## src/rtl/core/cll_pkg.sv

```systemverilog
// ----------------------------------------------------------------------------
// cll_pkg
// Request codes, status codes and controller types for the cursor list engine.
// ----------------------------------------------------------------------------
`default_nettype none
package cll_pkg;

  typedef enum logic [3:0] {
    REQ_FIRST      = 4'd0,
    REQ_NEXT       = 4'd1,
    REQ_LAST       = 4'd2,
    REQ_PREV       = 4'd3,
    REQ_PUSH_FRONT = 4'd4,
    REQ_PUSH_BACK  = 4'd5,
    REQ_INSERT     = 4'd6,
    REQ_POP_FRONT  = 4'd7,
    REQ_POP_BACK   = 4'd8,
    REQ_POP_CURSOR = 4'd9,
    REQ_CLEAR      = 4'd10
  } req_e;

  localparam logic [1:0] StatusOk      = 2'd0;
  localparam logic [1:0] StatusNothing = 2'd1;
  localparam logic [1:0] StatusFull    = 2'd2;

  typedef enum logic [2:0] {
    ST_IDLE,
    ST_READ,
    ST_WAIT,
    ST_EXEC,
    ST_OUT
  } state_e;

  // Commands from controller to datapath.
  typedef struct packed {
    logic capture;  // latch the request
    logic rd;       // issue memory reads for the request
    logic exec;     // apply link writes and pointer updates, form the result
    logic out_take; // result taken downstream
  } cmd_t;

  // Status from datapath to controller.
  typedef struct packed {
    logic out_valid;
  } sts_t;

endpackage
`default_nettype wire

```

## src/rtl/core/cll_ctrl.sv

```systemverilog
// ----------------------------------------------------------------------------
// cll_ctrl
// Sequencer: capture, read links, execute, hold the result until taken.
// ----------------------------------------------------------------------------
`default_nettype none
module cll_ctrl
  import cll_pkg::*;
(
  input  wire logic clk_i,
  input  wire logic rst_ni,
  input  wire logic in_valid_i,
  output logic      in_ready_o,
  input  wire logic out_ready_i,
  output cmd_t      cmd_o,
  input  wire sts_t sts_i
);

  state_e state_q, state_d;

  always_ff @(posedge clk_i or negedge rst_ni) begin
    if (!rst_ni) begin
      state_q <= ST_IDLE;
    end else begin
      state_q <= state_d;
    end
  end

  always_comb begin
    state_d    = state_q;
    cmd_o      = '0;
    in_ready_o = 1'b0;
    case (state_q)
      ST_IDLE: begin
        in_ready_o = 1'b1;
        if (in_valid_i) begin
          cmd_o.capture = 1'b1;
          state_d = ST_READ;
        end
      end
      ST_READ: begin
        cmd_o.rd = 1'b1;
        state_d = ST_WAIT;
      end
      ST_WAIT: state_d = ST_EXEC;
      ST_EXEC: begin
        cmd_o.exec = 1'b1;
        state_d = ST_OUT;
      end
      ST_OUT: begin
        if (out_ready_i) begin
          cmd_o.out_take = 1'b1;
          state_d = ST_IDLE;
        end
      end
      default: state_d = ST_IDLE;
    endcase
  end

  property p_result_in_out;
    @(posedge clk_i) disable iff (!rst_ni) (state_q == ST_OUT) |-> sts_i.out_valid;
  endproperty
  a_result_in_out: assert property (p_result_in_out) else $error("result missing");

  a_no_accept_busy: assert property (@(posedge clk_i) disable iff (!rst_ni)
    (state_q != ST_IDLE) |-> !in_ready_o) else $error("ready while busy");

  a_exec_then_out: assert property (@(posedge clk_i) disable iff (!rst_ni)
    cmd_o.exec |=> (state_q == ST_OUT)) else $error("exec not followed by out");

endmodule
`default_nettype wire

```

## config.mk

```make
export PLATFORM = sky130hd
export DESIGN_NAME = cll_ctrl
export DESIGN_NICKNAME = d
export VERILOG_FILES = /design/src/rtl/core/cll_pkg.sv /design/src/rtl/core/cll_ctrl.sv
export SDC_FILE = /design/constraint.sdc
export NUM_CORES = 1
export LEC_CHECK = 0
export ABC_AREA = 0
export ABC_CLOCK_PERIOD_IN_PS = 1150
export BUFFER_PORTS_ARGS = -buffer_cell sky130_fd_sc_hd__buf_4
export CAP_MARGIN = 40
export CORE_AREA = 10 10 47 49
export CTS_BUF_LIST = sky130_fd_sc_hd__clkbuf_2 sky130_fd_sc_hd__clkbuf_4 sky130_fd_sc_hd__clkbuf_8
export DETAILED_ROUTE_END_ITERATION = 8
export DIE_AREA = 0 0 57 59
export GPL_ROUTABILITY_DRIVEN = 0
export SLEW_MARGIN = 25
export SYNTH_ARGS = -nofsm -noshare
export SYNTH_HDL_FRONTEND = slang
export SYNTH_SLANG_ARGS = --single-unit
```

## constraint.sdc

```tcl
create_clock -name clk_i -period 1.15 [get_ports clk_i]
set_input_delay 0.2875 -clock clk_i [delete_from_list [all_inputs] [get_ports clk_i]]
set_output_delay 0.2875 -clock clk_i [all_outputs]
set_load 0.03 [all_outputs]
```

==> results.ini <==
[timing]
rsz0062_at_grt = yes
slew_viol_final = 0
fmax_mhz = 690
skew_ps = 10.7
timing.final.ws_setup_ps = -299
relSlewSlack_pct = 88.7
finalHoldViolations = 0
fin_crit_sh_pct = 126
fin_crit_ps = 1450
finalSetupViolCount = 6
tightest_slew_ps = 169

[global_route]
grt_pass1_vias = 205
grt_use_total_pct = 4.07
overflow = 0
grt_start_max_net_pins = 6
antenna_found_initial = 0
grt_pass1_wl_um = 924

[drt]
vias = 188
drtPass1Iterations = 2
avgRoutedWirePerCell_um = 11.8
wirelength_um = 613
final_antenna_net_count = 0
drtIter0Drc = 1
viasPerCell = 3.62
drc = 0

[cells_and_area]
layout.cells.most_common_list = buf_4, buf_6, clkbuf_4
utilization_pct = 28.7
max_flop_register = state_q
nets = 42
final_common_cell = buf_4
syn2layout_area_growth_pct = 152
largest_reg_flops = 3
largestRegisters = state_q (3)
antenna_cells = 0
final_area_sq_um = 403
drive_gt1_share_pct = 83.3

[power_and_ir_drop]
p_leak_nw = 0.188
p_per_area_nw_per_um2 = 3420
report.power.total_mw = 1.38
max-vdd-ir-drop_v = 0.000722

[floorplan]
core_sq_um = 1400
die_w_um = 57
start_util_pct = 11.4
dieArea_sq_um = 3360
ios = 10
row_count = 14
dieHeight_um = 59

[clocking]
clk_pin_slew_ps = 50
cts_buffer_depth = 2
cts_root_buffer = clkbuf_4
ctsHtreeMaxLevel = 1
cts_made_buffers = 3
clk_latency_ps = 240
clock_sinks = 3
cts_tree = built

[critical_path]
cp_max_fo = 5
worst-setup-path-type = reg -> out
arrival_ps = 1160
setup.worst_path.start_class = flip-flop
endpoint_kind = primary output
required_ps = 860

[synth]
synth_fp_nets = 22
synth_top_area_cell = dfrtp_1
ys_warn_count = 0
syn_area_sq_um = 160
synth_area_leaders = dfrtp_1, nor3_1, and3b_1
synth.top_cell.area_share_pct = 46.9
syn_inst = 17
ys_ff_latch = 3
avgSynthCellArea_sq_um = 9.42
synth-seq-area-share_pct = 46.9
synthDistinctLibCells = 12

[min_path]
min_path_type = in -> reg

[place]
placedInstanceArea_sq_um = 277
portBuffers = 8
dpl.hpwl_um = 343

[outcome]
violations = negative setup slack
status = finished, violations left

[job]
drv_cap = 0

## layer usage
metal | wire length [um] | vias to the layer above | track usage, % | part of all wire (%)
met4 | 21 | 0 | 8.05 | 3.4
met3 | 59 | 2 | 2.36 | 9.6
li1 | - | 93 | - | -
met1 | 235 | 85 | 3.58 | 38
met2 | 296 | 8 | 4.50 | 48
met5 | 0 | - | 0 | 0
## Yosys cell counts
master    n
nor2_1    2
clkbuf_2  1
and3b_1   1
dfrtp_1   3
buf_4     1
xnor2_1   1
nor3b_1   1
and2_1    1
nand2_1   1
nor4b_1   1
or2_1     1
nor3_1    3
## repair_timing
action                                  4_1_cts  5_1_grt
resized for setup                             4        7
hold buffers                                  1        0
setup buffers                                 4        3
cloned                                        0        0
endpoints found under the setup margin        5        7
pin swaps                                     0        4
endpoints found under the hold margin         3        0
## final cells by class
type	count	area, sq um
Clock buffer	4	30.0
Fill cell	163	998
Sequential cell	3	78.8
Timing Repair Buffer	17	153
Tap cell	16	20.0
Multi-Input combinational cell	12	121
## power breakdown
group / leakage [nW] / switching, mW / internal, mW
Sequential: 0.0340 / 0.111 / 0.172
Combinational: 0.136 / 0.373 / 0.498
Clock: 0.0184 / 0.0683 / 0.154
Total: 0.188 / 0.553 / 0.824
## metrics by stage
| step | setup slack (ps) | hold slack [ps] | instances | TNS [ps] |
|---|---|---|---|---|
| after detailed placement | -70.7 | 79.0 | 42 | -116 |
| after global placement | -67.9 | 77.0 | 42 | -108 |
| after CTS | -292 | 329 | 51 | -1190 |
| after floorplan | -213 | -8.09 | 17 | -405 |
| final | -299 | 334 | 52 | -1310 |
| after global routing | -337 | 344 | 52 | -1590 |
## critical path, cell delays in order, from the launching register on
cell and delay, ps:
dfrtp_2 450, buf_6 130, nor3b_2 160, buf_4 180
## cells by family (layout without fill, tap and decap cells)
kind of cell           Yosys count  count (layout)  share of synthesized area, %
flip-flops                       3               3                          46.9
AND/OR/NAND/NOR                 11              11                          39.8
buffers and inverters            2              21                          7.81
XOR/XNOR                         1               1                          5.47
## path summary, 6_finish.rpt
| kind | slack [ps] | to | cells past startpoint | start |
|---|---|---|---|---|
| worst max-delay path | -300 | cmd_o[2] | 3 | state_q[2]$_DFFE_PN0P_ |
| worst max register to register | -60 | state_q[2]$_DFFE_PN0P_ | 5 | state_q[1]$_DFFE_PN0P_ |
| max in group asynchronous | 670 | state_q[0]$_DFFE_PN0P_ | 2 | rst_ni |
| min in group asynchronous | 370 | state_q[2]$_DFFE_PN0P_ | 2 | rst_ni |
| worst min-delay path | 330 | state_q[0]$_DFFE_PN0P_ | 3 | in_valid_i |
| worst min register to register | 650 | state_q[0]$_DFFE_PN0P_ | 2 | state_q[0]$_DFFE_PN0P_ |
(Power assumes the default switching activity.)
